--- src/rtl/kfi_pkg.sv ---
// ----------------------------------------------------------------------------
// kfi_pkg
// Shared types, codes and constants of the keyframe interpolator.
// ----------------------------------------------------------------------------
package kfi_pkg;

  localparam int unsigned MAX_FRAMES_DEF = 1024;
  localparam logic [31:0] FPM_RESET      = 32'd402653;   // about 24 fps in Q8.24

  // command queue between front and back
  localparam int unsigned CMDQ_DEPTH = 2;
  localparam int unsigned CMDQ_AW    = 1;

  // v/273 for 12-bit v as (v * 3841) >> 20, exact over the whole range
  localparam logic [11:0] B64_RECIP = 12'd3841;
  localparam int unsigned B64_SHIFT = 20;

  localparam logic [5:0] B64_LOWER_OFS = 6'd26;
  localparam logic [5:0] B64_DIGIT_OFS = 6'd52;
  localparam logic [5:0] B64_PLUS_VAL  = 6'd62;
  localparam logic [5:0] B64_SLASH_VAL = 6'd63;

  typedef enum logic [1:0] {
    ACT_QUERY = 2'd0,
    ACT_CLEAR = 2'd1,
    ACT_RAW   = 2'd2,
    ACT_B64   = 2'd3
  } act_t;

  typedef enum logic [1:0] {
    ST_OK    = 2'd0,
    ST_EMPTY = 2'd1,
    ST_FULL  = 2'd2
  } st_t;

  // decoded work for the back end; HOLD reports the count only
  typedef enum logic [1:0] {
    CMD_QUERY  = 2'd0,
    CMD_CLEAR  = 2'd1,
    CMD_APPEND = 2'd2,
    CMD_HOLD   = 2'd3
  } cmd_kind_t;

  typedef struct packed {
    cmd_kind_t   kind;
    logic [31:0] data;   // position for a query, frame code for an append
  } cmd_t;

  function automatic logic [5:0] b64_value(input logic [7:0] c);
    logic [5:0] v;
    v = 6'd0;
    if (c inside {[8'h41:8'h5A]}) begin          // A-Z
      v = 6'(c - 8'h41);
    end else if (c inside {[8'h61:8'h7A]}) begin // a-z
      v = 6'(c - 8'h61) + B64_LOWER_OFS;
    end else if (c inside {[8'h30:8'h39]}) begin // 0-9
      v = 6'(c - 8'h30) + B64_DIGIT_OFS;
    end else if (c == 8'h2B) begin               // '+'
      v = B64_PLUS_VAL;
    end else if (c == 8'h2F) begin               // '/'
      v = B64_SLASH_VAL;
    end
    return v;
  endfunction

endpackage

--- src/rtl/kfi_cmdq.sv ---
// ----------------------------------------------------------------------------
// kfi_cmdq
// Short command queue that decouples the front end from the back end.
// ----------------------------------------------------------------------------
module kfi_cmdq (
  input  logic          clk,
  input  logic          rst_n,
  input  logic          push_valid,
  output logic          push_ready,
  input  kfi_pkg::cmd_t push_cmd,
  output logic          pop_valid,
  input  logic          pop_ready,
  output kfi_pkg::cmd_t pop_cmd
);
  import kfi_pkg::*;

  cmd_t               q_r [CMDQ_DEPTH];
  logic [CMDQ_AW-1:0] wr_ptr_r, rd_ptr_r;
  logic [CMDQ_AW:0]   fill_r;
  logic               do_push, do_pop;

  function automatic logic [CMDQ_AW-1:0] next_ptr(input logic [CMDQ_AW-1:0] p);
    logic [CMDQ_AW-1:0] n;
    if (p == CMDQ_AW'(CMDQ_DEPTH - 1)) n = '0;
    else n = p + CMDQ_AW'(1);
    return n;
  endfunction

  assign push_ready = (fill_r != (CMDQ_AW + 1)'(CMDQ_DEPTH));
  assign pop_valid  = (fill_r != '0);
  assign pop_cmd    = q_r[rd_ptr_r];
  assign do_push    = push_valid && push_ready;
  assign do_pop     = pop_valid && pop_ready;

  always_ff @(posedge clk) begin
    if (do_push) q_r[wr_ptr_r] <= push_cmd;
  end

  always_ff @(posedge clk) begin
    if (!rst_n) begin
      wr_ptr_r <= '0;
      rd_ptr_r <= '0;
      fill_r   <= '0;
    end else begin
      if (do_push) wr_ptr_r <= next_ptr(wr_ptr_r);
      if (do_pop)  rd_ptr_r <= next_ptr(rd_ptr_r);
      if (do_push && !do_pop)      fill_r <= fill_r + (CMDQ_AW + 1)'(1);
      else if (do_pop && !do_push) fill_r <= fill_r - (CMDQ_AW + 1)'(1);
    end
  end

endmodule

--- config.mk ---
export PLATFORM = sky130hd
export DESIGN_NAME = kfi_cmdq
export DESIGN_NICKNAME = d
export VERILOG_FILES = /design/src/rtl/kfi_pkg.sv /design/src/rtl/kfi_cmdq.sv
export SDC_FILE = /design/constraint.sdc
export NUM_CORES = 1
export LEC_CHECK = 0
export ABC_AREA = 1
export BUFFER_PORTS_ARGS = -buffer_cell sky130_fd_sc_hd__buf_2
export CORE_ASPECT_RATIO = 1.5
export CORE_MARGIN = 2
export CORE_UTILIZATION = 25
export DETAILED_ROUTE_END_ITERATION = 7
export MAX_ROUTING_LAYER = met4
export PLACE_DENSITY = 0.46
export SLEW_MARGIN = 20
export SYNTH_ARGS = -nofsm -noshare
export SYNTH_HDL_FRONTEND = slang
export SYNTH_SLANG_ARGS = --single-unit
--- constraint.sdc ---
create_clock -name clk -period 4.45 [get_ports clk]
set_input_delay 0.89 -clock clk [delete_from_list [all_inputs] [get_ports clk]]
set_output_delay 0.89 -clock clk [all_outputs]
set_load 0.02 [all_outputs]
==> run_results.csv <==
group,metric,value,unit
place,gp_congestion,0.6727,
timing,fmaxAchievable,339.8,MHz
final_layout,syn2layout_area_growth,29.07,%
clock_network,post_cts_buffers,0,
worst_setup_path,crit_fanout,27,
synth,ys_ff_latch,73,
synth,syn_area_per_cell,19.92,µm²
grt,grt_pass1_wl,7631,µm
timing,fin_crit_sh,66.14,%
power,power,2.167,mW
worst_setup_path,cp.buffers_inverters,2,
timing,finalClockSkew,0.004812,ns
power,vdd.ir_drop.worst,0.3350,mV
route,wirelength,5035,µm
synth,ys_types,15,
synth,syn_inst,143,
job,max_cap_viol_count,0,
grt,antenna_found_initial,1,
final_layout,drive_above_1_share,54.35,%
route,antenna_left,0,
route,avgViaCountPerCell,3.841,
route,drt_iter0_drc,69,
clock_network,path_clk_slew,0.05,ns
worst_setup_path,worstPathCellList,"buf_4 -> mux2_4 -> buf_2",
floorplan,dieArea,12280,µm²
clock_network,clock_path_buffers,2,
synth,synth_seq_area_share,75.19,%
grt,track_usage,8.805,%
clock_network,hold_buffers,0,
power,p_leak,1.446,nW
place,dpl-instance-area,3351,µm²
timing,relSlewSlack,40.92,%
worst_setup_path,r2r_start,"fill_r[0]",
clock_network,clk_latency,0.32,ns
final_layout,nFillCells,1132,
worst_setup_path,arrival,2.05,ns
synth,synthMuxAreaShare,17.39,%
place,placed_cells,360,
route,vias,1452,
grt,grt_pass1_vias,1535,
worst_setup_path,worst_path_largest_cell_delay,0.91,ns
route,drc_errors,0,
synth,synthSimpleGateAreaFrac,2.635,%
worst_setup_path,crit_required,3.56,ns
clock_network,cts.htree.levels,3,
place,hpwlAfterDp,3346,µm
grt,grt_max_degree,35,
floorplan,initial_core_util,25.77,%
timing,whs,0.4981,ns
clock_network,cts.sinks,73,
hold_path,whs_path_depth,2,
floorplan,ios,74,
final_layout,stdcell_area,3677,µm²
timing,rsz0062_at_grt,"no",
timing,setup_tns,0,ns
synth,synth_top_family_by_area,"multiplexers",
synth,syn_nets,182,
worst_setup_path,crit_slowest_cell,"dfxtp_2",
route,routedWlPerCell,13.32,µm
hold_path,hp-start,"rd_ptr_r",
grt,grt-ovfl-total,0,
synth,synth-compound-area-share,0.7905,%
worst_setup_path,crit_path_start_kind,"flip-flop",
clock_network,ctsRootBufferMaster,"clkbuf_16",
timing,fin_ws,1.507,ns
timing,finalHoldViolCount,0,
worst_setup_path,rr_worst_depth,5,
place,io_buffers,73,
clock_network,tritoncts,"done",
route,drtPass1Iterations,4,
synth,synth_xor_area_share,0,%
floorplan,dieWidth,91.16,µm
worst_setup_path,worstReg2RegEnd,"q_r[1][20]",
hold_path,hp-class,"reg2reg",
worst_setup_path,crit_family,"flip-flops",
final_layout,layout.nets,265,
timing,setup_viol,0,
timing,worstMarginPinSlew,0.8862,ns
status,status,"completed",
floorplan,dieHeight,134.7,µm
final_layout,finish.utilization,33.26,%
worst_setup_path,r2r_slack,2.75,ns
final_layout,fin_cells,378,
synth,synth_area,2849,µm²
worst_setup_path,path_class,"reg2out",
floorplan,fp.coreArea,11060,µm²
timing,period_needed,2.943,ns
clock_network,numCtsBuffers,9,
place,pre_cts_ws,1.774,ns
timing,slew_violations,0,
worst_setup_path,end_kind,"output port",
synth,synth_adder_area_share,0.4392,%
floorplan,rows,47,
clock_network,post_cts_resized,0,
synth,yosysWarningCount,0,
power,p_per_area,589.4,nW/µm²
-- cell type report --
| class | count | area, µm² | share of cell area [%] |
|---|---|---|---|
| Antenna cell | 1 | 2.502 | 0.06805 |
| Clock buffer | 10 | 229.0 | 6.227 |
| Clock inverter | 5 | 47.55 | 1.293 |
| Inverter | 8 | 30.03 | 0.8166 |
| Multi-Input combinational cell | 58 | 620.6 | 16.88 |
| Sequential cell | 73 | 2143 | 58.29 |
| Tap cell | 147 | 183.9 | 5.002 |
| Timing Repair Buffer | 76 | 420.4 | 11.43 |
-- how the worst max path moves through the flow --
stage	endpoint	slack, ns	depth (start not counted)	startpoint
CTS	pop_cmd[11]	1.42	3	flip-flop
detailed placement	pop_cmd[11]	1.77	3	flip-flop
floorplan	q_r[0][0]	1.60	2	push_valid
global route	pop_cmd[4]	1.37	3	flip-flop
finish	pop_cmd[4]	1.51	3	flip-flop
global placement	pop_cmd[12]	1.78	3	flip-flop
-- cells in the mapped netlist (all sizes together) --
cell | count | area, µm²
edfxtp | 68 | 2042
nand2 | 9 | 33.78
nand4 | 1 | 6.260
inv | 8 | 30.03
dfxtp | 5 | 100.1
a21oi | 1 | 5.000
ha | 1 | 12.51
nor2 | 8 | 30.03
buf | 4 | 71.32
o21a | 1 | 7.510
nand3 | 1 | 5.000
mux2 | 34 | 495.5
o21ai | 2 | 10.01
-- state kept, by name, indices dropped and copies added, names as in the netlist, named ones only --
name      flops
q_r          68
fill_r        2
rd_ptr_r      1
wr_ptr_r      1
-- kinds of logic after synthesis --
kind of cell    count (synthesis)
simple gates                   19
mux                            34
flops                          73
compound gates                  4
fa+ha+maj                       1
buf+inv                        12
-- where the power goes --
group	total [mW]	switching, mW	internal, mW
logic	0.562	0.302	0.259
clock network	0.673	0.248	0.424
registers	0.933	0.0634	0.870
total	2.17	0.614	1.55
-- cell usage in the layout (no fill, tap or decap), types with 2 or more instances in the layout --
cell,synthesis,routed
nor2_4,0,2
edfxtp_1,68,68
dfxtp_1,5,4
inv_1,8,8
clkinv_1,0,2
nor2_1,8,6
buf_2,0,73
mux2_2,4,4
nand2_1,9,9
o21ai_0,2,2
mux2_4,30,30
clkinv_2,0,2
clkbuf_16,0,9
-- routing by layer --
metal  vias to the layer above  global-route usage, %  wire (µm)
met5                         -                      -          0
li1                        707                      -          -
met1                       693                  8.240       1849
met3                         8                  3.292        301
met2                        44                  15.35       2780
met4                         0                  5.051        105
-- tightest hold or removal path: stages, from the launching register on --
cell	delay, ns
dfxtp_1	0.32
nor2_1	0.06
nor2_1	0.09
Power figures use the tool's default switching activity.
