$ cat src/rtl/kfi_pkg.sv
// ----------------------------------------------------------------------------
// kfi_pkg
// Shared types, codes and constants of the keyframe interpolator.
// ----------------------------------------------------------------------------
package kfi_pkg;

  localparam int unsigned MAX_FRAMES_DEF = 1024;
  localparam logic [31:0] FPM_RESET      = 32'd402653;   // about 24 fps in Q8.24

  // command queue between front and back
  localparam int unsigned CMDQ_DEPTH = 2;
  localparam int unsigned CMDQ_AW    = 1;

  // v/273 for 12-bit v as (v * 3841) >> 20, exact over the whole range
  localparam logic [11:0] B64_RECIP = 12'd3841;
  localparam int unsigned B64_SHIFT = 20;

  localparam logic [5:0] B64_LOWER_OFS = 6'd26;
  localparam logic [5:0] B64_DIGIT_OFS = 6'd52;
  localparam logic [5:0] B64_PLUS_VAL  = 6'd62;
  localparam logic [5:0] B64_SLASH_VAL = 6'd63;

  typedef enum logic [1:0] {
    ACT_QUERY = 2'd0,
    ACT_CLEAR = 2'd1,
    ACT_RAW   = 2'd2,
    ACT_B64   = 2'd3
  } act_t;

  typedef enum logic [1:0] {
    ST_OK    = 2'd0,
    ST_EMPTY = 2'd1,
    ST_FULL  = 2'd2
  } st_t;

  // decoded work for the back end; HOLD reports the count only
  typedef enum logic [1:0] {
    CMD_QUERY  = 2'd0,
    CMD_CLEAR  = 2'd1,
    CMD_APPEND = 2'd2,
    CMD_HOLD   = 2'd3
  } cmd_kind_t;

  typedef struct packed {
    cmd_kind_t   kind;
    logic [31:0] data;   // position for a query, frame code for an append
  } cmd_t;

  function automatic logic [5:0] b64_value(input logic [7:0] c);
    logic [5:0] v;
    v = 6'd0;
    if (c inside {[8'h41:8'h5A]}) begin          // A-Z
      v = 6'(c - 8'h41);
    end else if (c inside {[8'h61:8'h7A]}) begin // a-z
      v = 6'(c - 8'h61) + B64_LOWER_OFS;
    end else if (c inside {[8'h30:8'h39]}) begin // 0-9
      v = 6'(c - 8'h30) + B64_DIGIT_OFS;
    end else if (c == 8'h2B) begin               // '+'
      v = B64_PLUS_VAL;
    end else if (c == 8'h2F) begin               // '/'
      v = B64_SLASH_VAL;
    end
    return v;
  endfunction

endpackage

$ cat src/rtl/kfi_front.sv
// ----------------------------------------------------------------------------
// kfi_front
// Accepts input beats, pairs base64 characters and issues back-end commands.
// ----------------------------------------------------------------------------
module kfi_front (
  input  logic          clk,
  input  logic          rst_n,
  input  logic          in_valid,
  output logic          in_ready,
  input  logic [1:0]    in_action,
  input  logic [31:0]   in_position_ms,
  input  logic [15:0]   in_raw_frame,
  input  logic [7:0]    in_b64_char,
  output logic          cmd_valid,
  input  logic          cmd_ready,
  output kfi_pkg::cmd_t cmd
);
  import kfi_pkg::*;

  logic [5:0]  pending_high_r, pending_high_nxt;
  logic        have_high_r, have_high_nxt;
  logic [5:0]  b64_t;
  logic [11:0] v;
  logic [23:0] v_mul;
  logic [15:0] b64_code;
  logic        accept;

  assign in_ready  = cmd_ready;
  assign cmd_valid = in_valid;
  assign accept    = in_valid && cmd_ready;

  assign b64_t    = b64_value(in_b64_char);
  assign v        = {pending_high_r, b64_t};
  assign v_mul    = v * B64_RECIP;
  // 16v + v/273, the 12-bit value scaled to full 16-bit range
  assign b64_code = {v, 4'b0000} + 16'(v_mul[23:B64_SHIFT]);

  always_comb begin
    pending_high_nxt = pending_high_r;
    have_high_nxt    = have_high_r;
    cmd.kind         = CMD_HOLD;
    cmd.data         = 32'd0;
    case (in_action)
      ACT_QUERY: begin
        cmd.kind = CMD_QUERY;
        cmd.data = in_position_ms;
      end
      ACT_CLEAR: begin
        cmd.kind         = CMD_CLEAR;
        pending_high_nxt = 6'd0;
        have_high_nxt    = 1'b0;
      end
      ACT_RAW: begin
        cmd.kind = CMD_APPEND;
        cmd.data = {16'd0, in_raw_frame};
      end
      ACT_B64: begin
        if (have_high_r) begin
          cmd.kind         = CMD_APPEND;
          cmd.data         = {16'd0, b64_code};
          pending_high_nxt = 6'd0;
          have_high_nxt    = 1'b0;
        end else begin
          pending_high_nxt = b64_t;
          have_high_nxt    = 1'b1;
        end
      end
      default: begin
        cmd.kind = CMD_HOLD;
      end
    endcase
  end

  always_ff @(posedge clk) begin
    if (!rst_n) begin
      pending_high_r <= 6'd0;
      have_high_r    <= 1'b0;
    end else if (accept) begin
      pending_high_r <= pending_high_nxt;
      have_high_r    <= have_high_nxt;
    end
  end

endmodule

$ cat config.mk
export PLATFORM = sky130hd
export DESIGN_NAME = kfi_front
export DESIGN_NICKNAME = d
export VERILOG_FILES = /design/src/rtl/kfi_pkg.sv /design/src/rtl/kfi_front.sv
export SDC_FILE = /design/constraint.sdc
export NUM_CORES = 1
export LEC_CHECK = 0
export BUFFER_PORTS_ARGS = -buffer_cell sky130_fd_sc_hd__buf_2
export CELL_PAD_IN_SITES_DETAIL_PLACEMENT = 1
export CELL_PAD_IN_SITES_GLOBAL_PLACEMENT = 2
export CORE_UTILIZATION = 27
export DETAILED_ROUTE_END_ITERATION = 16
export PLACE_DENSITY = 0.88
export SLEW_MARGIN = 40
export SYNTH_ARGS = -nofsm -noshare
export SYNTH_HDL_FRONTEND = slang
export SYNTH_SLANG_ARGS = --single-unit
$ cat constraint.sdc
create_clock -name clk -period 6.67 [get_ports clk]
set_input_delay 0.667 -clock clk [delete_from_list [all_inputs] [get_ports clk]]
set_output_delay 0.667 -clock clk [all_outputs]
set_load 0.02 [all_outputs]
==> flow_summary.ini <==
[status]
status = finished clean

[logic_synthesis]
synth_nets = 471
ys_async_sr_fraction_pct = 0
synth_area_mm2 = 0.00278
yosys.cell_types.count = 53
yosys_most_used_dff = dfxtp_1
ys_ff_latch = 7
avgSynthCellArea_um2 = 8.63
yosys_warnings = 0
synthCells = 322
synth_edf_count = 0
ys_seq_area_share_pct = 5.04

[placement]
dpl_cell_area_mm2 = 0.00357
place_congestion = 0.887
port_buffers = 97
dp_hpwl_um = 7580
place_inst = 565

[setup_path]
path_class = in -> out
worst_path_largest_cell_delay_ns = 0.55
crit_arrival_ns = 5.84
critPathMaxFanout = 7
rrSetupSlack_ns = 5.51
cp_slowest_cell = fa_1
required_ns = 6.00
start_kind = primary input
end_kind = output port
worst_path_dominant_cell_family = adder cells
cp_common_cell = ha_1
path_buf_inv = 7

[floorplanning]
ios = 98
coreArea_mm2 = 0.00986
fp.dieH_um = 103
design.die.area_mm2 = 0.0107
die_w_um = 103
start_util_pct = 28.2
rows = 36

[timing]
hold_violations = 0
tightest_slew_ns = 0.646
rsz0062_at_grt = true
clock_skew_ns = 0.00252
timing.fmax_ghz = 0.154
slew_violations = 0
finalSetupViolations = 0
relSlewSlack_pct = 56.8
fin_tns_setup_ns = 0
min_period_ns = 6.51
finalCritPeriodShare_pct = 97.6

[clock_tree]
root_buffer = clkbuf_8
cts_tree = done
cts.sinks = 7
cts_hold_buf = 0
cts-htree-levels = 1
cts_inserted_buffers = 3
clk_pin_slew_ns = 0.04
worstSkewPairLatency_ns = 0.23
clk_path_buf_depth = 2

[cells_and_area]
drive_gt1_share_pct = 39.1
multiInputGateArea_mm2 = 0.00267
synthToLayoutAreaGrowth_pct = 41.4
nNetsFinal = 595
seq_area_um2 = 140
final_core_util_pct = 39.8
fillers = 1206
num_antenna_cells = 0
design_area_mm2 = 0.00393
final_cells = 578

[routing]
drt-wirelength-per-cell_um = 15.7
ant_nets = 0
viasPerCell = 4.91
drc = 0
dr_total_vias = 2839
drt_iter0_markers = 27
finalWirelength_um = 9080
drtPass1Iterations = 4

[global_route]
antenna_found_initial = 0
grt_pass1_vias = 3004
grt-ovfl-total = 0
track_usage_pct = 16.7
grt_max_degree = 23
grt_pass1_wl_um = 14100

[pwr]
ir_drop_uv = 46.8
p_per_area_mw_per_mm2 = 84.6
leakage_nw = 2.14

[run]
drv_cap = 0

[hold_path]
hold_path_class = reg -> reg
## metrics by stage
stage | power [mW] | worst slack, ns | hold WS, ns
final | 0.332 | 0.159 | 0.568
after global routing | 0.366 | -0.132 | 0.646
after CTS | 0.308 | 0.00500 | 0.573
after detailed placement | 0.243 | -0.168 | 0.569
after global placement | 0.233 | -0.0278 | 0.553
after floorplan | 0.169 | 0.0607 | 0.523
## timing repair
action                                 in CTS  in global routing
pin swaps                                   3                 21
setup buffers                               0                  9
resized for setup                           7                 54
endpoints found under the hold margin       0                  0
setup endpoints to repair                   4                  4
## final timing paths
kind / to / depth (start not counted) / from
min reg2reg: have_high_r / 2 / have_high_r
max: cmd[3] / 25 / in_b64_char[0]
min: have_high_r / 2 / have_high_r
max reg2reg: pending_high_r[4] / 3 / have_high_r
## final cells by class
type | count | area share (%)
Clock buffer | 4 | 1.15
Tap cell | 133 | 4.23
Multi-Input combinational cell | 270 | 67.8
Timing Repair Buffer | 129 | 19.5
Sequential cell | 7 | 3.57
Inverter | 35 | 3.72
## Yosys cell counts, types with 2 or more instances
master    count  share of area [%]
o31ai_1       2               0.54
nor3_1        8                1.4
nor2_1        8                1.1
inv_1        35                4.7
a211oi_1      2               0.54
nand2_1      25                3.4
mux2i_1      17                6.1
buf_1         2               0.27
clkbuf_1      4               0.54
o21ai_1       2               0.36
a22oi_1       2               0.54
and3_1        2               0.45
nand4_1       2               0.45
xnor2_1       6                1.9
a221oi_1      2               0.63
o32ai_1       2               0.63
o211ai_1      3               0.81
dfxtp_1       7                5.0
o22ai_1      10                2.3
ha_1         66                 30
buf_4         2               0.54
o21ai_0      10                1.8
a21oi_1      11                2.0
fa_1         21                 15
o21a_1        3               0.81
nand3_1      12                2.2
a31oi_1       3               0.68
nor2b_1       5                1.1
buf_2         2               0.36
nand2b_1      3               0.68
a21boi_0      2               0.54
and2_1       19                4.3
a211o_1       2               0.63
## layout by cell type, fill, tap and decap left out, drive strengths merged, types with 2 or more instances in the layout
| cell type | synthesis | final |
|---|---|---|
| a22oi | 2 | 2 |
| nor3 | 9 | 9 |
| o32ai | 2 | 2 |
| mux2i | 17 | 17 |
| a31oi | 3 | 3 |
| a21oi | 12 | 12 |
| nor2 | 8 | 8 |
| dfxtp | 7 | 7 |
| xnor2 | 6 | 6 |
| buf | 6 | 129 |
| o21ai | 12 | 12 |
| a211oi | 2 | 2 |
| nand2 | 25 | 25 |
| fa | 21 | 21 |
| clkbuf | 4 | 4 |
| nor2b | 5 | 5 |
| nand3 | 12 | 12 |
| a221oi | 2 | 2 |
| o31ai | 2 | 2 |
| o21a | 3 | 3 |
| and3 | 2 | 2 |
| a211o | 2 | 2 |
| nand4 | 2 | 2 |
| a21boi | 2 | 2 |
| inv | 35 | 35 |
| o211ai | 3 | 3 |
| ha | 66 | 66 |
| o22ai | 10 | 10 |
| nand2b | 3 | 3 |
| and2 | 19 | 19 |
## cells by family (layout without fill, tap and decap cells)
| kind of cell | after synthesis | after routing | share of synthesized area (%) |
|---|---|---|---|
| AND/OR/NAND/NOR | 93 | 93 | 19.0 |
| buffers and inverters | 45 | 168 | 6.44 |
| AO/OA/AOI/OAI | 66 | 66 | 16.3 |
| adder cells (fa/ha/maj) | 87 | 87 | 44.8 |
| multiplexers | 18 | 18 | 6.53 |
| XOR/XNOR | 6 | 6 | 1.89 |
| flip-flops | 7 | 7 | 5.04 |
## worst reg2reg max path, cell delays in order, from the launching register on
cell and delay, ns:
dfxtp_1 0.34, nor3_1 0.34, nand2_1 0.20, o21ai_0 0.20
## power by group
group	internal [mW]	switching (mW)
sequential	0.0423	0.000825
clock	0.0415	0.0195
combinational	0.104	0.124
## sequential cells by signal, indices dropped and copies added, names as in the netlist
name            cells
pending_high_r      6
have_high_r         1
## routing by layer
layer | GRT usage (%) | wire (um)
met5 | 0 | 0
met4 | 3.25 | 109
met3 | 2.35 | 301
met2 | 31.8 | 4960
met1 | 19.7 | 3700
Note: power is estimated with default switching activity, not from simulation.
